**src/sv/fic_pkg.sv**
```systemverilog
// Shared types and field widths for the Fenwick inversion counter.
// Used by the top level and by whoever instantiates its channels; no dependencies.
package fic_pkg;

	localparam int VALUE_W   = 8;
	localparam int SMALLER_W = 13;
	localparam int TOTAL_W   = 23;

	typedef struct packed {
		logic [VALUE_W-1:0] value;
		logic               start_req;
	} item_t;

	typedef struct packed {
		logic [SMALLER_W-1:0] smaller_seen;
		logic [TOTAL_W-1:0]   inversion_total;
		logic                 overflow;
	} result_t;

endpackage

```
**src/sv/fic_chan_if.sv**
```systemverilog
// Valid/ready channel carrying one payload beat per handshake.
// The payload type is a parameter; fic_pkg supplies the item and result types.
interface fic_chan_if #(
	parameter type payload_t = logic
);
	logic     valid;
	logic     ready;
	payload_t payload;

	modport source (output valid, output payload, input ready);
	modport sink (input valid, input payload, output ready);
endinterface

```
**src/sv/fic_cell.sv**
```systemverilog
// One level of the Fenwick tree: holds every counter whose lowest set index bit is LEVEL.
// A token passing through either adds the stored count to its sum or bumps the counter.
// No package dependencies.
module fic_cell #(
	parameter int VALUE_BITS = 8,
	parameter int LEVEL      = 0,
	parameter int CNT_BITS   = 13,
	parameter int CLR_BITS   = 7
) (
	input  logic                  clk,
	input  logic                  arst_n,
	input  logic                  clr_en,
	input  logic [CLR_BITS-1:0]   clr_addr,
	input  logic                  in_valid,
	input  logic [VALUE_BITS-1:0] in_value,
	input  logic [CNT_BITS-1:0]   in_acc,
	output logic                  out_valid,
	output logic [VALUE_BITS-1:0] out_value,
	output logic [CNT_BITS-1:0]   out_acc
);

	localparam int ADDR_BITS = VALUE_BITS - LEVEL - 1;

	logic                  tok_valid_s1;
	logic [VALUE_BITS-1:0] tok_v_s1;
	logic [CNT_BITS-1:0]   tok_acc_s1;
	logic [CNT_BITS-1:0]   rdata_q;
	logic                  out_valid_q;
	logic [VALUE_BITS-1:0] out_value_q;
	logic [CNT_BITS-1:0]   out_acc_q;
	logic                  wr_en;
	logic [CNT_BITS-1:0]   wr_data;

	// A clear bit at this level means the recorded value falls under this counter's range;
	// a set bit means the whole range lies below the value being queried.
	assign wr_en   = clr_en | (tok_valid_s1 & ~tok_v_s1[LEVEL]);
	assign wr_data = clr_en ? '0 : rdata_q + {{(CNT_BITS-1){1'b0}}, 1'b1};

	if (ADDR_BITS > 0) begin : g_mem
		localparam int DEPTH = 1 << ADDR_BITS;
		logic [CNT_BITS-1:0]  mem [DEPTH];
		logic [ADDR_BITS-1:0] rd_addr;
		logic [ADDR_BITS-1:0] wr_addr;

		assign rd_addr = in_value[VALUE_BITS-1:LEVEL+1];
		assign wr_addr = clr_en ? clr_addr[ADDR_BITS-1:0] : tok_v_s1[VALUE_BITS-1:LEVEL+1];

		always_ff @(posedge clk) begin
			if (wr_en) begin
				mem[wr_addr] <= wr_data;
			end
			if (in_valid) begin
				rdata_q <= mem[rd_addr];
			end
		end
	end else begin : g_reg
		logic [CNT_BITS-1:0] cnt_q;

		always_ff @(posedge clk) begin
			if (wr_en) begin
				cnt_q <= wr_data;
			end
			if (in_valid) begin
				rdata_q <= cnt_q;
			end
		end
	end

	always_ff @(posedge clk or negedge arst_n) begin
		if (!arst_n) begin
			tok_valid_s1 <= 1'b0;
			tok_v_s1     <= '0;
			tok_acc_s1   <= '0;
			out_valid_q  <= 1'b0;
			out_value_q  <= '0;
			out_acc_q    <= '0;
		end else begin
			tok_valid_s1 <= in_valid;
			if (in_valid) begin
				tok_v_s1   <= in_value;
				tok_acc_s1 <= in_acc;
			end
			out_valid_q <= tok_valid_s1;
			if (tok_valid_s1) begin
				out_value_q <= tok_v_s1;
				out_acc_q   <= tok_v_s1[LEVEL] ? tok_acc_s1 + rdata_q : tok_acc_s1;
			end
		end
	end

	assign out_valid = out_valid_q;
	assign out_value = out_value_q;
	assign out_acc   = out_acc_q;

	a_no_token_in_clear: assert property (@(posedge clk) disable iff (!arst_n)
		in_valid |-> !clr_en)
		else $error("token reached a cell during the clearing sweep");

	a_single_token: assert property (@(posedge clk) disable iff (!arst_n)
		tok_valid_s1 |-> !in_valid)
		else $error("second token entered a cell still busy with one");

	a_token_forwarded: assert property (@(posedge clk) disable iff (!arst_n)
		tok_valid_s1 |=> out_valid && out_value == $past(tok_v_s1))
		else $error("token not passed on with its value");

endmodule

```
**src/sv/fenwick_inversion_counter_unit.sv**
```systemverilog
// Inversion counter over a binary indexed tree of 2^VALUE_BITS value slots, built as a chain
// of VALUE_BITS cells, one per tree level, each holding its level's counters in a small RAM
// (a register in the top cell). An item walks the chain once, each cell doing a RAM read,
// then an add or increment; an item past MAX_LEN skips the chain and goes straight to its
// result beat. The tree is cleared by a sweep over the 2^(VALUE_BITS-1) addresses (128 by
// default) of the deepest cell RAM, after reset and before any item that carries start_req.
// One item is in flight at a time; the next is taken while a finished result still waits
// in the output register.
module fenwick_inversion_counter_unit #(
	parameter int VALUE_BITS = 8,
	parameter int MAX_LEN    = 4096
) (
	input  logic        clk,
	input  logic        arst_n,
	fic_chan_if.sink    item,
	fic_chan_if.source  result
);

	localparam int CNT_BITS = $clog2(MAX_LEN + 1);
	localparam int CLR_BITS = (VALUE_BITS > 1) ? VALUE_BITS - 1 : 1;
	localparam logic [CLR_BITS-1:0] CLR_LAST = CLR_BITS'((1 << (VALUE_BITS - 1)) - 1);
	localparam logic [CNT_BITS-1:0] MAX_CNT  = CNT_BITS'(MAX_LEN);

	typedef enum logic [1:0] {S_CLEAR, S_IDLE, S_RUN, S_HOLD} state_t;

	state_t                          state_q;
	logic [CLR_BITS-1:0]             clr_cnt_q;
	logic                            pend_q;
	logic                            launch_q;
	logic [VALUE_BITS-1:0]           launch_v_q;
	logic [CNT_BITS-1:0]             items_q;
	logic [fic_pkg::TOTAL_W-1:0]     total_q;
	logic [fic_pkg::SMALLER_W-1:0]   res_smaller_q;
	logic                            res_ovf_q;
	logic                            out_valid_q;
	fic_pkg::result_t                out_q;

	logic [VALUE_BITS-1:0]           v_in;
	logic                            link_valid [VALUE_BITS+1];
	logic [VALUE_BITS-1:0]           link_v     [VALUE_BITS+1];
	logic [CNT_BITS-1:0]             link_acc   [VALUE_BITS+1];
	logic [CNT_BITS+fic_pkg::TOTAL_W-1:0]   acc_total_wide;
	logic [CNT_BITS+fic_pkg::SMALLER_W-1:0] acc_smaller_wide;

	// Only the low VALUE_BITS bits of the value select a slot.
	for (genvar i = 0; i < VALUE_BITS; i++) begin : g_vbit
		if (i < fic_pkg::VALUE_W) begin : g_in
			assign v_in[i] = item.payload.value[i];
		end else begin : g_zero
			assign v_in[i] = 1'b0;
		end
	end

	assign link_valid[0] = launch_q;
	assign link_v[0]     = launch_v_q;
	assign link_acc[0]   = '0;

	for (genvar k = 0; k < VALUE_BITS; k++) begin : g_cell
		fic_cell #(
			.VALUE_BITS(VALUE_BITS),
			.LEVEL     (k),
			.CNT_BITS  (CNT_BITS),
			.CLR_BITS  (CLR_BITS)
		) u_cell (
			.clk      (clk),
			.arst_n   (arst_n),
			.clr_en   (state_q == S_CLEAR),
			.clr_addr (clr_cnt_q),
			.in_valid (link_valid[k]),
			.in_value (link_v[k]),
			.in_acc   (link_acc[k]),
			.out_valid(link_valid[k+1]),
			.out_value(link_v[k+1]),
			.out_acc  (link_acc[k+1])
		);
	end

	assign acc_total_wide   = {{fic_pkg::TOTAL_W{1'b0}}, link_acc[VALUE_BITS]};
	assign acc_smaller_wide = {{fic_pkg::SMALLER_W{1'b0}}, link_acc[VALUE_BITS]};

	assign item.ready     = (state_q == S_IDLE);
	assign result.valid   = out_valid_q;
	assign result.payload = out_q;

	always_ff @(posedge clk or negedge arst_n) begin
		if (!arst_n) begin
			state_q       <= S_CLEAR;
			clr_cnt_q     <= '0;
			pend_q        <= 1'b0;
			launch_q      <= 1'b0;
			launch_v_q    <= '0;
			items_q       <= '0;
			total_q       <= '0;
			res_smaller_q <= '0;
			res_ovf_q     <= 1'b0;
			out_valid_q   <= 1'b0;
			out_q         <= '0;
		end else begin
			launch_q <= 1'b0;
			if (out_valid_q && result.ready) begin
				out_valid_q <= 1'b0;
			end
			unique case (state_q)
				S_CLEAR: begin
					clr_cnt_q <= clr_cnt_q + {{(CLR_BITS-1){1'b0}}, 1'b1};
					if (clr_cnt_q == CLR_LAST) begin
						clr_cnt_q <= '0;
						if (pend_q) begin
							pend_q   <= 1'b0;
							launch_q <= 1'b1;
							state_q  <= S_RUN;
						end else begin
							state_q <= S_IDLE;
						end
					end
				end
				S_IDLE: begin
					if (item.valid) begin
						launch_v_q <= v_in;
						if (item.payload.start_req) begin
							items_q <= '0;
							total_q <= '0;
							pend_q  <= 1'b1;
							state_q <= S_CLEAR;
						end else if (items_q == MAX_CNT) begin
							res_smaller_q <= '0;
							res_ovf_q     <= 1'b1;
							state_q       <= S_HOLD;
						end else begin
							launch_q <= 1'b1;
							state_q  <= S_RUN;
						end
					end
				end
				S_RUN: begin
					if (link_valid[VALUE_BITS]) begin
						res_smaller_q <= acc_smaller_wide[fic_pkg::SMALLER_W-1:0];
						res_ovf_q     <= 1'b0;
						total_q       <= total_q + acc_total_wide[fic_pkg::TOTAL_W-1:0];
						items_q       <= items_q + {{(CNT_BITS-1){1'b0}}, 1'b1};
						state_q       <= S_HOLD;
					end
				end
				S_HOLD: begin
					// The output register frees up in the same beat that it is taken.
					if (!out_valid_q || result.ready) begin
						out_valid_q           <= 1'b1;
						out_q.smaller_seen    <= res_smaller_q;
						out_q.inversion_total <= total_q;
						out_q.overflow        <= res_ovf_q;
						state_q               <= S_IDLE;
					end
				end
				default: begin
					state_q <= S_CLEAR;
				end
			endcase
		end
	end

	a_run_below_limit: assert property (@(posedge clk) disable iff (!arst_n)
		(state_q == S_RUN) |-> (items_q < MAX_CNT))
		else $error("item walked the tree after the length limit was reached");

	a_chain_only_in_run: assert property (@(posedge clk) disable iff (!arst_n)
		link_valid[VALUE_BITS] |-> (state_q == S_RUN))
		else $error("chain delivered a token outside the run state");

	a_overflow_zero: assert property (@(posedge clk) disable iff (!arst_n)
		(result.valid && result.payload.overflow) |-> (result.payload.smaller_seen == '0))
		else $error("overflowed result carries a non-zero count");

endmodule

```
**src/flat_wrapper.sv**
```systemverilog
// flat-port wrapper written by rule: the top's interface ports become plain ports
module fenwick_inversion_counter_unit_flat 
#(
	parameter int VALUE_BITS = 8,
	parameter int MAX_LEN    = 4096
)
  (clk, arst_n, item_valid, item_payload, item_ready, result_valid, result_payload, result_ready);
  fic_chan_if #(.payload_t(fic_pkg::item_t)) item_i ();
  fic_chan_if #(.payload_t(fic_pkg::result_t)) result_i ();
  input  logic clk;
  input  logic arst_n;
  input wire logic [$bits(item_i.valid)-1:0] item_valid;
  input wire logic [$bits(item_i.payload)-1:0] item_payload;
  output wire logic [$bits(item_i.ready)-1:0] item_ready;
  output wire logic [$bits(result_i.valid)-1:0] result_valid;
  output wire logic [$bits(result_i.payload)-1:0] result_payload;
  input wire logic [$bits(result_i.ready)-1:0] result_ready;
  assign item_i.valid = item_valid;
  assign item_i.payload = item_payload;
  assign item_ready = item_i.ready;
  assign result_valid = result_i.valid;
  assign result_payload = result_i.payload;
  assign result_i.ready = result_ready;
  fenwick_inversion_counter_unit #(.VALUE_BITS(VALUE_BITS), .MAX_LEN(MAX_LEN)) u_core (.clk(clk), .arst_n(arst_n), .item(item_i), .result(result_i));
endmodule
```
**config.mk**
```make
export PLATFORM = sky130hd
export DESIGN_NAME = fenwick_inversion_counter_unit_flat
export DESIGN_NICKNAME = d
export VERILOG_FILES = /design/src/sv/fic_pkg.sv /design/src/sv/fic_chan_if.sv /design/src/sv/fic_cell.sv /design/src/sv/fenwick_inversion_counter_unit.sv /design/src/flat_wrapper.sv
export SDC_FILE = /design/constraint.sdc
export NUM_CORES = 2
export LEC_CHECK = 0
export BUFFER_PORTS_ARGS = -buffer_cell sky130_fd_sc_hd__buf_4
export CAP_MARGIN = 20
export CORE_ASPECT_RATIO = 0.75
export CORE_MARGIN = 2
export CORE_UTILIZATION = 55
export DETAILED_ROUTE_END_ITERATION = 6
export PLACE_DENSITY = 0.79
export SETUP_SLACK_MARGIN = 0.2
export SLEW_MARGIN = 25
export SYNTH_ARGS = -nofsm -noshare
export SYNTH_HDL_FRONTEND = slang
export SYNTH_SLANG_ARGS = --single-unit
```
**constraint.sdc**
```tcl
create_clock -name clk -period 9.85 [get_ports clk]
set_clock_uncertainty 0.2 [all_clocks]
set_input_delay 0.985 -clock clk [delete_from_list [all_inputs] [get_ports clk]]
set_output_delay 0.985 -clock clk [all_outputs]
set_load 0.01 [all_outputs]
```
==> results_tabular.tex <==
\begin{tabular}{lr}
\hline
Metric & Value \\
\hline
\multicolumn{2}{l}{\textbf{Synthesis}} \\
Warnings from Yosys & 0 \\
Ys flop type & sky130\_fd\_sc\_hd\_\_edfxtp\_1 \\
Synthesis-stage register bit count & 3,801 \\
Post-Synthesis Cells & 7,426 \\
Count of cell types in the netlist & 60 \\
Syn Nets & 7,555 \\
Share of the yosys chip area belonging to registers & 74.2\% \\
Per-instance average area after synthesis & 20.4 sq um \\
Count of flip-flops with a built-in enable after synthesis & 3,419 \\
Async set-reset flop share out of synthesis & 10.0\% \\
Post-synthesis instance area & 0.151 sq mm \\
\multicolumn{2}{l}{\textbf{Placement}} \\
Final GP Congestion & 0.886 \\
Detail Placement HPWL & 216,000 um \\
Port Buf Inserts & 51 \\
Cell count after placement & 10,871 \\
\multicolumn{2}{l}{\textbf{Clocking}} \\
Clock slew at reported path FFs & 0.07 ns \\
Post-CTS Repair Setup Buffers & 0 \\
Clock Sink Count & 3,801 \\
Clock insertion delay at the later pin of the skew report & 0.93 ns \\
TritonCTS clock tree & yes \\
CTS max path bufs & 4 \\
Clock Tree Root & sky130\_fd\_sc\_hd\_\_clkbuf\_16 \\
Maximum level of the CTS H-tree & 5 \\
Clock buffers created by TritonCTS & 354 \\
\multicolumn{2}{l}{\textbf{Worst setup path}} \\
Startpoint Class & flop \\
Arr. time, crit path & 5.67 ns \\
Worst path required time & 10.13 ns \\
Type of the setup path with the least slack & reg2reg \\
Count of cells along the worst register-to-register path & 6 \\
Capturing element of the worst setup path & u\_core.g\_cell[0].u\_cell.g\_mem.mem[47][1] \\
Worst setup path startpoint & u\_core.state\_q[0] \\
Worst reg2reg path startpoint & u\_core.state\_q[0] \\
Crit path max fanout & 39 \\
FF-to-FF setup slack & 4.45 ns \\
Kind of end point of the critical path & flop \\
RR Endpoint & u\_core.g\_cell[0].u\_cell.g\_mem.mem[47][1] \\
\multicolumn{2}{l}{\textbf{Power and ir drop}} \\
Leakage dissipation & 54.3 nW \\
Power per standard cell area & 287 mW/mm\^{}2 \\
IR Drop Worst-Case VDD & 0.273 mV \\
\multicolumn{2}{l}{\textbf{Global route}} \\
Maximum number of pins on one net before global-route repair & 145 \\
Aggregate global routing overflow & 0 \\
Antenna violations before repair & 18 \\
All-layer global routing usage & 27.3\% \\
Via count of the first global-routing pass & 77,386 \\
Global-route wire length before repair & 555,000 um \\
\multicolumn{2}{l}{\textbf{Detailed routing}} \\
DRC violation count after routing & 0 \\
Via count & 78,854 \\
Post-route antenna net violation count & 0 \\
Iteration-0 DRC count of the detailed router & 12,956 \\
1st-pass router iterations & 5 \\
Routed wire length & 383,000 um \\
Wirelength per Cell & 33.2 um \\
Vias per cell & 6.84 \\
\multicolumn{2}{l}{\textbf{Worst hold path}} \\
Class of the most critical hold timing path & in2reg \\
Hold Crit Depth & 2 \\
\multicolumn{2}{l}{\textbf{Floorplanning}} \\
Die Y-Extent & 458 um \\
Top-level port count & 52 \\
Total Die Area & 0.279 sq mm \\
Core ar. & 0.273 sq mm \\
Standard-cell row count & 166 \\
Initial Util & 55.4\% \\
Floorplan die width & 610 um \\
\multicolumn{2}{l}{\textbf{Timing}} \\
Period utilization & 54.8\% \\
Transition time at the pin with the least slew margin & 1.21 ns \\
Setup repair after global routing missed its margin & false \\
Final number of setup-violating endpoints & 0 \\
Final-report max-slew violation count & 0 \\
Fmax & 185 MHz \\
Total negative slack & 0 ns \\
Worst relative slew slack & 18.8\% \\
Final Hold Violating Endpoints & 0 \\
Shortest period the worst path allows & 5.40 ns \\
\multicolumn{2}{l}{\textbf{Run}} \\
Reported max-cap violation count & 0 \\
\multicolumn{2}{l}{\textbf{Finish}} \\
Ratio of cells with drive above 1 in the final layout & 28.6\% \\
Fin nets & 7,750 \\
Area growth from synthesis to final layout & 11.4\% \\
Fin cells & 11,527 \\
\multicolumn{2}{l}{\textbf{Status}} \\
Result of the run & completed \\
\hline
\end{tabular}
## state kept, by name, summed over array words and instances (netlist names), 23 cells and up
| signal | count |
|---|---|
| u_core.g_cell.u_cell.g_mem.mem | 3302 |
| u_core.g_cell.u_cell.out_acc | 104 |
| u_core.g_cell.u_cell.out_value | 28 |
| u_core.g_cell.u_cell.rdata_q | 104 |
| u_core.g_cell.u_cell.tok_acc_s1 | 91 |
| u_core.g_cell.u_cell.tok_v_s1 | 36 |
| u_core.result.payload | 37 |
| u_core.total_q | 23 |
## per-stage QoR
stage / instance area (sq um) / power [mW] / util, % / hold slack (ns) / setup WS, ns
global route: 168000 / 49.6 / 61.6 / 0.109 / 4.33
detailed placement: 157000 / 34.2 / 57.3 / 0.205 / 4.59
finish: 169000 / 48.4 / 61.7 / 0.128 / 4.45
global placement: 156000 / 33.7 / 57.2 / 0.200 / 4.85
CTS: 168000 / 48.0 / 61.5 / 0.0856 / 4.41
floorplan: 151000 / 29.4 / - / 0.152 / 3.86
## Yosys cell counts, types with 10 or more instances
cell type,count,area [sq um]
sky130_fd_sc_hd__xnor2_1,83,727
sky130_fd_sc_hd__ha_1,108,1350
sky130_fd_sc_hd__a21o_1,30,225
sky130_fd_sc_hd__mux2i_1,87,871
sky130_fd_sc_hd__edfxtp_1,3419,103000
sky130_fd_sc_hd__or3_1,47,294
sky130_fd_sc_hd__nand4_1,30,188
sky130_fd_sc_hd__nand2b_1,15,93.8
sky130_fd_sc_hd__o211ai_1,15,113
sky130_fd_sc_hd__o21ai_0,131,656
sky130_fd_sc_hd__a22oi_1,58,435
sky130_fd_sc_hd__buf_2,68,340
sky130_fd_sc_hd__o21bai_1,17,128
sky130_fd_sc_hd__dfrtp_1,382,9560
sky130_fd_sc_hd__a211oi_1,41,308
sky130_fd_sc_hd__buf_1,75,282
sky130_fd_sc_hd__and3_1,26,163
sky130_fd_sc_hd__o21a_1,19,143
sky130_fd_sc_hd__inv_1,66,248
sky130_fd_sc_hd__nor2_1,469,1760
sky130_fd_sc_hd__mux4_2,1008,22700
sky130_fd_sc_hd__a22o_1,17,149
sky130_fd_sc_hd__nand2_1,170,638
sky130_fd_sc_hd__nand3b_1,20,150
sky130_fd_sc_hd__mux2_2,239,2690
sky130_fd_sc_hd__o22ai_1,10,62.6
sky130_fd_sc_hd__nand3_1,121,606
sky130_fd_sc_hd__a31oi_1,14,87.6
sky130_fd_sc_hd__nor3_1,38,190
sky130_fd_sc_hd__xor2_1,59,517
sky130_fd_sc_hd__and2_1,11,68.8
sky130_fd_sc_hd__a21oi_1,193,966
sky130_fd_sc_hd__clkbuf_1,207,777
sky130_fd_sc_hd__nor2b_1,30,188
## how the worst min path moves through the flow
stage                                                       start  slack, ns                                  end
after global placement    u_core.g_cell[7].u_cell.g_reg.cnt_q[10]       0.20  u_core.g_cell[7].u_cell.rdata_q[10]
final                                             item_payload[4]       0.13                 u_core.launch_v_q[3]
after floorplan              u_core.g_cell[0].u_cell.tok_valid_s1       0.15    u_core.g_cell[0].u_cell.out_valid
after CTS                                         item_payload[4]       0.09                 u_core.launch_v_q[3]
after global routing                              item_payload[4]       0.11                 u_core.launch_v_q[3]
after detailed placement   u_core.g_cell[7].u_cell.g_reg.cnt_q[5]       0.20   u_core.g_cell[7].u_cell.rdata_q[5]
## final cells by class
class                   count  area (sq um)
clock inverters           183          1830
flip-flops and latches   3801        112000
multi-input cells        3196         38300
well taps                3612          4520
diodes                      9          22.5
fillers                 17503        105000
inverters                  66           248
repair buffers            202          1710
clock buffers             458          9620
## worst max-delay path: stages (launching register included)
cell and delay, ns:
sky130_fd_sc_hd__dfrtp_1 0.55, sky130_fd_sc_hd__nor2_4 0.83, sky130_fd_sc_hd__buf_4 0.69, sky130_fd_sc_hd__nand2_1 0.48, sky130_fd_sc_hd__o21ai_0 0.40, sky130_fd_sc_hd__nand2_2 0.82, sky130_fd_sc_hd__nor2_2 0.92
## timing repair
item | 4_1_cts | 5_1_grt
endpoints found under the setup margin | 0 | 0
endpoints found under the hold margin | 97 | 0
resized for setup | 0 | 0
hold buffers | 1 | 0
## cell families after synthesis
logic type,Yosys count,share of synthesized area [%]
AOI/OAI and AO/OA,597,2.46
xor gates and xnor gates,142,0.822
adders and majority gates,116,0.999
buffers and inverters,429,1.17
DFF,3801,74.2
muxes,1334,17.4
and+or+nand+nor,1007,3.03
## report_power, final
group	switching [mW]	internal, mW
Sequential	1.08	20.4
Combinational	8.23	4.91
Clock	6.04	7.72
Total	15.4	33.0
## cell usage in the layout, fill, tap and decap left out, drive strengths merged, types with 19 or more instances in the layout
cell type  instances
bufinv            30
mux4            1008
and3              26
nand3            121
xor2              59
or3               47
buf              201
mux2i             87
nand4             30
clkinv           130
dfrtp            382
inv               81
edfxtp          3419
o21ai            132
nand3b            20
nor2             469
nand2            170
a22oi             58
a21oi            193
xnor2             83
a21o              30
o21a              19
nor2b             30
mux2             239
a211oi            41
ha               108
nor3              38
clkbuf           458
## per-layer routing
layer	track usage, %	routed length (um)	up-vias
li1	-	-	30922
met1	40.2	145000	41041
met2	40.5	174000	6081
met3	7.91	52800	804
met4	7.44	11600	6
met5	0	34	-
Note: power is estimated with default switching activity, not from simulation.
